`config.mk`:
```
export PLATFORM = sky130hd
export DESIGN_NAME = rect_region_hit_table
export DESIGN_NICKNAME = d
export VERILOG_FILES = /design/src/rtl/rrht_pkg.sv /design/src/rtl/rrht_ram.sv /design/src/rtl/rrht_ctrl.sv /design/src/rtl/rrht_dp.sv /design/src/rtl/rect_region_hit_table.sv
export VERILOG_INCLUDE_DIRS = /design/src /design/src/rtl
export SDC_FILE = /design/constraint.sdc
export NUM_CORES = 1
export LEC_CHECK = 0
export ABC_AREA = 1
export BUFFER_PORTS_ARGS = -buffer_cell sky130_fd_sc_hd__buf_2
export CORE_MARGIN = 8
export CORE_UTILIZATION = 50
export CTS_CLUSTER_SIZE = 24
export DETAILED_ROUTE_END_ITERATION = 8
export PLACE_DENSITY_LB_ADDON = 0.05
export SLEW_MARGIN = 20
export SYNTH_ARGS = -nofsm -noshare
export SYNTH_HDL_FRONTEND = slang
export SYNTH_SLANG_ARGS = --single-unit
export TNS_END_PERCENT = 10
```
`constraint.sdc`:
```
create_clock -name clk -period 4.6 [get_ports clk]
set_input_delay 0.46 -clock clk [delete_from_list [all_inputs] [get_ports clk]]
set_output_delay 0.46 -clock clk [all_outputs]
set_load 0.02 [all_outputs]
```
`src/rtl/rect_region_hit_table_macros.svh`:
```
// Assertion macros for the rect_region_hit_table project.
// Needs a clock named clk and an active-low reset named rst_n in scope.
`ifndef RECT_REGION_HIT_TABLE_MACROS_SVH
`define RECT_REGION_HIT_TABLE_MACROS_SVH

`ifndef SYNTHESIS

// Same-cycle implication
`define RRHT_ASSERT_IMPL(lbl, ante, cons) \
    lbl: assert property (@(posedge clk) disable iff (!rst_n) (ante) |-> (cons)) \
        else $error("rrht assertion failed");

// Next-cycle implication
`define RRHT_ASSERT_NEXT(lbl, ante, cons) \
    lbl: assert property (@(posedge clk) disable iff (!rst_n) (ante) |=> (cons)) \
        else $error("rrht assertion failed");

`else

`define RRHT_ASSERT_IMPL(lbl, ante, cons)
`define RRHT_ASSERT_NEXT(lbl, ante, cons)

`endif

`endif

```
`src/rtl/rrht_pkg.sv`:
```
// Shared types for the rectangle hit table: controller states and the
// command/status bundles between controller and datapath. No dependencies.
`timescale 1ns / 1ps

package rrht_pkg;

    typedef enum logic [1:0] {
        ST_IDLE,
        ST_SCAN,
        ST_WRITE,
        ST_FINISH
    } state_t;

    // Controller to datapath
    typedef struct packed {
        logic load;        // capture the input request
        logic scan_start;  // rewind the entry walk
        logic scan;        // walk entries
        logic write;       // write the table entry
        logic append;      // write goes to a new entry at the count
        logic load_out;    // load the result register
        logic res_status;  // result: table full
        logic res_found;   // result: hit found
    } cmd_t;

    // Datapath to controller
    typedef struct packed {
        logic hit;         // probed entry matches
        logic exhausted;   // all entries walked, none matched
        logic full;        // count equals table size
        logic is_hit_test; // captured request is a hit test
        logic out_free;    // result register can take a new result
    } sts_t;

endpackage

```
`src/rtl/rrht_ram.sv`:
```
// Generic single-write, single-read RAM with registered read data.
// No dependencies.
`timescale 1ns / 1ps

module rrht_ram #(
    parameter int WIDTH = 8,
    parameter int DEPTH = 16,
    localparam int AW = (DEPTH > 1) ? $clog2(DEPTH) : 1
) (
    input  logic             clk,
    input  logic             wr_en,
    input  logic [AW-1:0]    wr_addr,
    input  logic [WIDTH-1:0] wr_data,
    input  logic [AW-1:0]    rd_addr,
    output logic [WIDTH-1:0] rd_data
);

    logic [WIDTH-1:0] mem [DEPTH];

    // Write port and registered read port
    always_ff @(posedge clk)
    begin
        if (wr_en)
        begin
            mem[wr_addr] <= wr_data;
        end
        rd_data <= mem[rd_addr];
    end

endmodule

```
`src/rtl/rrht_ctrl.sv`:
```
// Controller for the rectangle hit table: sequences capture, entry walk,
// table write and result hand-off. Depends on rrht_pkg.
`timescale 1ns / 1ps

module rrht_ctrl (
    input  logic          clk,
    input  logic          rst_n,
    input  logic          s_tvalid,
    output logic          s_tready,
    input  rrht_pkg::sts_t sts,
    output rrht_pkg::cmd_t cmd
);

    rrht_pkg::state_t state_reg, state_next;
    logic found_reg, found_next;
    logic status_reg, status_next;
    logic append_reg, append_next;

    // State and result flag registers
    always_ff @(posedge clk or negedge rst_n)
    begin
        if (!rst_n)
        begin
            state_reg  <= rrht_pkg::ST_IDLE;
            found_reg  <= 1'b0;
            status_reg <= 1'b0;
            append_reg <= 1'b0;
        end
        else
        begin
            state_reg  <= state_next;
            found_reg  <= found_next;
            status_reg <= status_next;
            append_reg <= append_next;
        end
    end

    // Next state and commands
    always_comb
    begin
        state_next     = state_reg;
        found_next     = found_reg;
        status_next    = status_reg;
        append_next    = append_reg;
        s_tready       = 1'b0;
        cmd            = '0;
        cmd.res_status = status_reg;
        cmd.res_found  = found_reg;
        case (state_reg)
            rrht_pkg::ST_IDLE:
            begin
                s_tready = 1'b1;
                if (s_tvalid)
                begin
                    cmd.load       = 1'b1;
                    cmd.scan_start = 1'b1;
                    found_next     = 1'b0;
                    status_next    = 1'b0;
                    append_next    = 1'b0;
                    state_next     = rrht_pkg::ST_SCAN;
                end
            end
            rrht_pkg::ST_SCAN:
            begin
                cmd.scan = 1'b1;
                if (sts.hit)
                begin
                    if (sts.is_hit_test)
                    begin
                        found_next = 1'b1;
                        state_next = rrht_pkg::ST_FINISH;
                    end
                    else
                    begin
                        append_next = 1'b0;
                        state_next  = rrht_pkg::ST_WRITE;
                    end
                end
                else if (sts.exhausted)
                begin
                    if (sts.is_hit_test)
                    begin
                        state_next = rrht_pkg::ST_FINISH;
                    end
                    else if (sts.full)
                    begin
                        status_next = 1'b1;
                        state_next  = rrht_pkg::ST_FINISH;
                    end
                    else
                    begin
                        append_next = 1'b1;
                        state_next  = rrht_pkg::ST_WRITE;
                    end
                end
            end
            rrht_pkg::ST_WRITE:
            begin
                cmd.write  = 1'b1;
                cmd.append = append_reg;
                state_next = rrht_pkg::ST_FINISH;
            end
            rrht_pkg::ST_FINISH:
            begin
                // Hold until the result register is free
                if (sts.out_free)
                begin
                    cmd.load_out = 1'b1;
                    state_next   = rrht_pkg::ST_IDLE;
                end
            end
            default:
            begin
                state_next = rrht_pkg::ST_IDLE;
            end
        endcase
    end

endmodule

```
`src/rtl/rrht_dp.sv`:
```
// Datapath for the rectangle hit table: request capture, entry count,
// pipelined entry walk over the table RAM, and the result register.
// Depends on rrht_pkg, rrht_ram and rect_region_hit_table_macros.svh.
`timescale 1ns / 1ps
`include "rect_region_hit_table_macros.svh"

module rrht_dp #(
    parameter int MAX_ENTRIES = 16,
    parameter int COORD_BITS  = 16,
    parameter int TAG_BITS    = 4,
    localparam int IN_W  = TAG_BITS + 4 * COORD_BITS,
    localparam int IN_TW = ((IN_W + 7) / 8) * 8,
    localparam int OUT_W  = 2 + TAG_BITS,
    localparam int OUT_TW = ((OUT_W + 7) / 8) * 8
) (
    input  logic              clk,
    input  logic              rst_n,
    input  logic              in_func,
    input  logic [IN_TW-1:0]  in_data,
    input  logic              m_tready,
    output logic              m_tvalid,
    output logic [OUT_TW-1:0] m_tdata,
    input  rrht_pkg::cmd_t    cmd,
    output rrht_pkg::sts_t    sts
);

    localparam int C      = COORD_BITS;
    localparam int T      = TAG_BITS;
    localparam int CNT_W  = $clog2(MAX_ENTRIES + 1);
    localparam int ADDR_W = (MAX_ENTRIES > 1) ? $clog2(MAX_ENTRIES) : 1;

    // Captured request
    logic             func_reg;
    logic [IN_W-1:0]  req_reg;

    logic [CNT_W-1:0] count_reg, count_next;
    logic [CNT_W-1:0] idx_reg, idx_next;
    logic             probe_valid_reg, probe_valid_next;
    logic [CNT_W-1:0] probe_idx_reg;
    logic [CNT_W-1:0] hit_idx_reg;
    logic [T-1:0]     hit_tag_reg;
    logic             m_tvalid_reg, m_tvalid_next;
    logic [OUT_TW-1:0] m_tdata_reg;

    logic [IN_W-1:0]   rd_data;
    logic [ADDR_W-1:0] wr_addr;
    logic              issue;
    logic              match;
    logic              hit;

    logic [T-1:0]        req_tag, ent_tag;
    logic signed [C-1:0] req_x, req_y, ent_left, ent_top, ent_wide, ent_tall;
    logic signed [C:0]   px, py, lft, top, rgt, bot;
    logic                in_rect;

    // Field views of the request and of the probed entry
    assign req_tag  = req_reg[T-1:0];
    assign req_x    = $signed(req_reg[T+C-1:T]);
    assign req_y    = $signed(req_reg[T+2*C-1:T+C]);
    assign ent_tag  = rd_data[T-1:0];
    assign ent_left = $signed(rd_data[T+C-1:T]);
    assign ent_top  = $signed(rd_data[T+2*C-1:T+C]);
    assign ent_wide = $signed(rd_data[T+3*C-1:T+2*C]);
    assign ent_tall = $signed(rd_data[T+4*C-1:T+3*C]);

    // Containment test, sums one bit wider than the coordinates
    assign px  = {req_x[C-1], req_x};
    assign py  = {req_y[C-1], req_y};
    assign lft = {ent_left[C-1], ent_left};
    assign top = {ent_top[C-1], ent_top};
    assign rgt = lft + {ent_wide[C-1], ent_wide};
    assign bot = top + {ent_tall[C-1], ent_tall};
    assign in_rect = (px >= lft) && (px < rgt) && (py >= top) && (py < bot);

    assign match = func_reg ? in_rect : (ent_tag == req_tag);
    assign hit   = probe_valid_reg && match;
    assign issue = cmd.scan && !hit && (idx_reg < count_reg);

    rrht_ram #(
        .WIDTH (IN_W),
        .DEPTH (MAX_ENTRIES)
    ) u_table (
        .clk     (clk),
        .wr_en   (cmd.write),
        .wr_addr (wr_addr),
        .wr_data (req_reg),
        .rd_addr (idx_reg[ADDR_W-1:0]),
        .rd_data (rd_data)
    );

    // Write to the matched entry, or append at the count
    assign wr_addr = cmd.append ? count_reg[ADDR_W-1:0] : hit_idx_reg[ADDR_W-1:0];

    // Walk, count and result handshake
    always_comb
    begin
        idx_next         = idx_reg;
        probe_valid_next = 1'b0;
        count_next       = count_reg;
        m_tvalid_next    = m_tvalid_reg;
        if (cmd.scan_start)
        begin
            idx_next = '0;
        end
        else if (issue)
        begin
            idx_next         = idx_reg + 1'b1;
            probe_valid_next = 1'b1;
        end
        if (cmd.write && cmd.append)
        begin
            count_next = count_reg + 1'b1;
        end
        if (m_tvalid_reg && m_tready)
        begin
            m_tvalid_next = 1'b0;
        end
        if (cmd.load_out)
        begin
            m_tvalid_next = 1'b1;
        end
    end

    always_ff @(posedge clk or negedge rst_n)
    begin
        if (!rst_n)
        begin
            count_reg       <= '0;
            idx_reg         <= '0;
            probe_valid_reg <= 1'b0;
            m_tvalid_reg    <= 1'b0;
        end
        else
        begin
            count_reg       <= count_next;
            idx_reg         <= idx_next;
            probe_valid_reg <= probe_valid_next;
            m_tvalid_reg    <= m_tvalid_next;
        end
    end

    // Payload registers
    always_ff @(posedge clk)
    begin
        if (cmd.load)
        begin
            func_reg <= in_func;
            req_reg  <= in_data[IN_W-1:0];
        end
        if (issue)
        begin
            probe_idx_reg <= idx_reg;
        end
        if (cmd.scan && hit)
        begin
            hit_idx_reg <= probe_idx_reg;
            hit_tag_reg <= ent_tag;
        end
        if (cmd.load_out)
        begin
            m_tdata_reg <= OUT_TW'({(cmd.res_found ? hit_tag_reg : {T{1'b0}}),
                                    cmd.res_found, cmd.res_status});
        end
    end

    assign m_tvalid = m_tvalid_reg;
    assign m_tdata  = m_tdata_reg;

    assign sts.hit         = hit;
    assign sts.exhausted   = !probe_valid_reg && (idx_reg >= count_reg);
    assign sts.full        = (count_reg == CNT_W'(MAX_ENTRIES));
    assign sts.is_hit_test = func_reg;
    assign sts.out_free    = !m_tvalid_reg || m_tready;

    `RRHT_ASSERT_IMPL(a_count_range, 1'b1, count_reg <= CNT_W'(MAX_ENTRIES))
    `RRHT_ASSERT_IMPL(a_probe_below_count, probe_valid_reg, probe_idx_reg < count_reg)
    `RRHT_ASSERT_NEXT(a_append_counts, cmd.write && cmd.append, count_reg == CNT_W'($past(count_reg) + 1'b1))
    `RRHT_ASSERT_IMPL(a_found_not_full, cmd.load_out, !(cmd.res_found && cmd.res_status))

endmodule

```
`src/rtl/rect_region_hit_table.sv`:
```
// Top level of the rectangle hit table: controller plus datapath.
// Depends on rrht_pkg, rrht_ctrl, rrht_dp (which holds rrht_ram).
`timescale 1ns / 1ps

// A table of up to MAX_ENTRIES tagged rectangles, one request at a time.
// s_tuser carries the function (0 write rectangle, 1 hit test point). A
// write updates the entry holding its tag or appends a new one; with the
// table full it returns status 1 and changes nothing. A hit test returns
// the tag of the first entry in insertion order that contains the point
// (left/top edges inclusive, right/bottom exclusive). The table is walked
// through one RAM read port at one entry per cycle; a finished request
// waits for m_tready while the result register still holds a result.
// s_tready is high only while no request is in work; a finished result may
// sit in the output register while the next request is taken.
module rect_region_hit_table #(
    parameter int MAX_ENTRIES = 16,
    parameter int COORD_BITS  = 16,
    parameter int TAG_BITS    = 4,
    localparam int IN_TW  = ((TAG_BITS + 4 * COORD_BITS + 7) / 8) * 8,
    localparam int OUT_TW = ((2 + TAG_BITS + 7) / 8) * 8
) (
    input  logic              clk,
    input  logic              rst_n,
    input  logic              s_tvalid,
    output logic              s_tready,
    // region_tag, coord_x, coord_y, rect_width, rect_height, zero pad
    input  logic [IN_TW-1:0]  s_tdata,
    // func
    input  logic              s_tuser,
    output logic              m_tvalid,
    input  logic              m_tready,
    // status, hit_found, hit_tag, zero pad
    output logic [OUT_TW-1:0] m_tdata
);

    rrht_pkg::cmd_t cmd;
    rrht_pkg::sts_t sts;

    rrht_ctrl u_ctrl (
        .clk      (clk),
        .rst_n    (rst_n),
        .s_tvalid (s_tvalid),
        .s_tready (s_tready),
        .sts      (sts),
        .cmd      (cmd)
    );

    rrht_dp #(
        .MAX_ENTRIES (MAX_ENTRIES),
        .COORD_BITS  (COORD_BITS),
        .TAG_BITS    (TAG_BITS)
    ) u_dp (
        .clk      (clk),
        .rst_n    (rst_n),
        .in_func  (s_tuser),
        .in_data  (s_tdata),
        .m_tready (m_tready),
        .m_tvalid (m_tvalid),
        .m_tdata  (m_tdata),
        .cmd      (cmd),
        .sts      (sts)
    );

endmodule

```
==> summary.md <==
| Metric | Value |
|---|---|
| Slew at the pin with the worst max-slew slack | 894 ps |
| I/O Pins | 87 |
| DR iter-0 viols | 2663 |
| Final setup viols | 0 |
| PwrDens | approximately 620 nW/µm² |
| Final Skew | around 27 ps |
| Die width | 333 µm |
| Clk root buf | clkbuf_16 |
| Worst-case clock buffer depth | 3 |
| Initial antenna violation count | 4 |
| Syn Inst Count | roughly 3600 |
| Largest net degree at the start of global routing | approximately 140 |
| Max VDD drop | 0.000359 V |
| Clock Sinks | 1260 |
| TritonRoute pass-1 iters | 6 |
| CTS tree | yes |
| Post-route ant nets | 0 |
| Setup CP Type | register to register |
| DR WL/cell | 25.0 µm |
| Async SR Flop Fraction | about 1.3% |
| Rel. slew slack | between 40% and 50% |
| WL final | 130000 µm |
| Mapped Area | approximately 50000 µm² |
| Overflow after GRT | 0 |
| HPWL after DPL | 68600 µm |
| WP data required | 5030 ps |
| Vias | 30600 |
| Row Count | 116 |
| Total Neg Setup Slack | 0 ps |
| Most frequent cells in the layout | 1175 x edfxtp_1, 642 x nor2_1, 299 x nand2_1, 281 x o21ai_0, 169 x o32ai_1 |
| F_max | 230 MHz |
| DRC violations left | 0 |
| Synth cell types | 48 |
| Pleak | 19.5 nW |
| Tot Pwr | 35.9 mW |
| Hold crit path type | primary input to register |
| Total track usage | 23.0% |
| CTS H-tree depth | 4 |
| Worst-Skew Late Latency | 740 ps |
| Fin crit share | a little over nine tenths |
| Mapped Avg Cell Area | 13.8 µm² |
| Die area | ~110000 µm² |
| Status | complete, no violations |
| Critical Path AT | between 4000 and 5000 ps |
| Commonest non-fill, non-tap cell in the layout | edfxtp_1 |
| Max-cap violations | 0 |
| Leading area contributor after synthesis | edfxtp_1 |
| Max reg flops | 1088 |
| EDFF count, synth | 1175 |
| TritonCTS Buffers | 135 |
| Worst Setup End Kind | register |
| Initial Util | 50.3% |
| Die Y | around 330 µm |
| Largest cells by area after synthesis | edfxtp_1 70%, nor2_1 4.9%, o32ai_1 3.0% |
| Share of post-route cells with drive strength above 1 | 10.4% |
| Area Growth Syn to Fin | 14.8% |
| Hold WS | 40.6 ps |
| Via-to-Cell Ratio | 5.88 |
| Worst setup SP type | register |
| Final slew viol count | 0 |
| Fin. Hold Viols | 0 |
| Global-route wire length before repair | 192000 µm |
| RePlAce Congestion | 0.827 |
| Minimum clock period | 4350 ps |
| IO buf count | 80 |
| Vias in the first global route | 30500 |
| #FFs+latches synth | 1260 |
| Yosys top cell area share | 70.4% |
| Utilization after layout | 57.7% |
| Sequential-to-total area share from yosys stat | 73.9% |
| Clock-pin slew on the worst setup and hold paths | 50 ps |
| Placeable Area | 99700 µm² |
| Worst R2R Setup Slack | 250 ps |
| Top_reg_cell synth | edfxtp_1 |
| Final net count | 3985 |
| CP Max Fanout | 8 |
| Yosys warns | 0 |
[layer usage]
| metal | track usage [%] | routed length (µm) | share of wire, % |
|---|---|---|---|
| met2 | 38.8 | 62500 | 48 |
| met4 | 7.84 | 4060 | 3.1 |
| met5 | 0 | 0 | 0 |
| met3 | 3.31 | 7260 | 5.6 |
| met1 | 30.8 | 56200 | 43 |
[synthesized netlist by cell type (2+ instances only)]
library cell  number
buf_4              5
buf_2             43
nor2_2             4
nand4_1           10
o21ai_2            3
nor2_1           661
o21ai_1           11
edfxtp_1        1175
o21a_1             3
nand2_4            2
and2_1             3
a31oi_1            2
o32ai_1          169
dfrtp_1           17
dfxtp_1           68
fa_1               2
ha_1             108
nand3_1          123
xnor2_1           13
nand2_1          300
a21boi_1           3
clkbuf_1         155
buf_1              7
nor3_1             6
xor2_1            22
o21ai_0          281
o21bai_1           2
a21o_1             2
nand3b_1           4
inv_1            113
o211ai_1          34
clkinv_1           2
a21oi_1           63
mux2i_1          103
o221ai_1         103
[metrics by stage]
step                area, µm²  worst slack [ps]  instances
floorplan               50200              -134       3636
global placement        52400               203       4883
detailed placement      52400               117       4883
CTS                     57500               100       5202
global route            57600             -61.1       5208
finish                  57600               249       5209
[cell families (layout without fill, tap and decap cells)]
logic type	after synthesis	in the layout	synth area share (%)
xor+xnor	35	35	0.611
compound gates	681	681	9.13
other cells	1	3	0.00748
fa+ha+maj	110	110	2.77
mux	103	103	2.06
simple gates	1119	1119	8.92
flops	1260	1260	73.9
buf+inv	326	600	2.58
[worst paths after layout]
check | from | endpoint | depth (start not counted)
setup / recovery | u_dp.u_table.rd_data[4] | u_dp.hit_idx_reg[3] | 25
hold / removal | s_tdata[4] | u_dp.req_reg[4] | 1
setup reg to reg | u_dp.u_table.rd_data[4] | u_dp.hit_idx_reg[3] | 25
hold reg to reg | u_dp.probe_idx_reg[3] | u_dp.hit_idx_reg[3] | 0
max in group asynchronous | rst_n | u_dp.idx_reg[2] | 2
min in group asynchronous | rst_n | u_dp.idx_reg[1] | 2
[worst max-delay path: stages (launching register included)]
cell and delay, ps:
dfxtp_1 340, ha_1 170, inv_1 60, fa_1 390
inv_1 80, a31oi_2 120, o21ai_2 210, nand3_1 90
and2_1 180, o21ai_2 170, a21oi_1 100, or2_1 240
a22oi_2 190, ha_4 170, nand2_1 90, nor2_2 150
and2_4 160, nand3b_1 90, nand3_1 90, nand2_1 50
nand2_1 50, nand4_1 300, nand2_2 200, nand2_4 100
nor2_2 110, buf_6 140
[timing repair]
item	4_1_cts	5_1_grt
endpoints found under the hold margin	86	0
setup endpoints to repair	0	22
buffers inserted	0	6
hold buffers	70	0
gates resized for setup	0	14
[power by group]
part | internal [mW] | switching, mW
sequential | 13.9 | 1.00
clock | 6.18 | 4.26
combinational | 3.72 | 6.91
[final cells by class]
class,instances,area [µm²]
Tap cell,1298,1620
Inverter,116,449
Sequential cell,1260,37100
Fill cell,7724,42100
Clock buffer,192,3890
Antenna cell,1,2.50
Clock inverter,57,434
Multi-Input combinational cell,2050,12000
Timing Repair Buffer,235,2120
(Power assumes the default switching activity.)
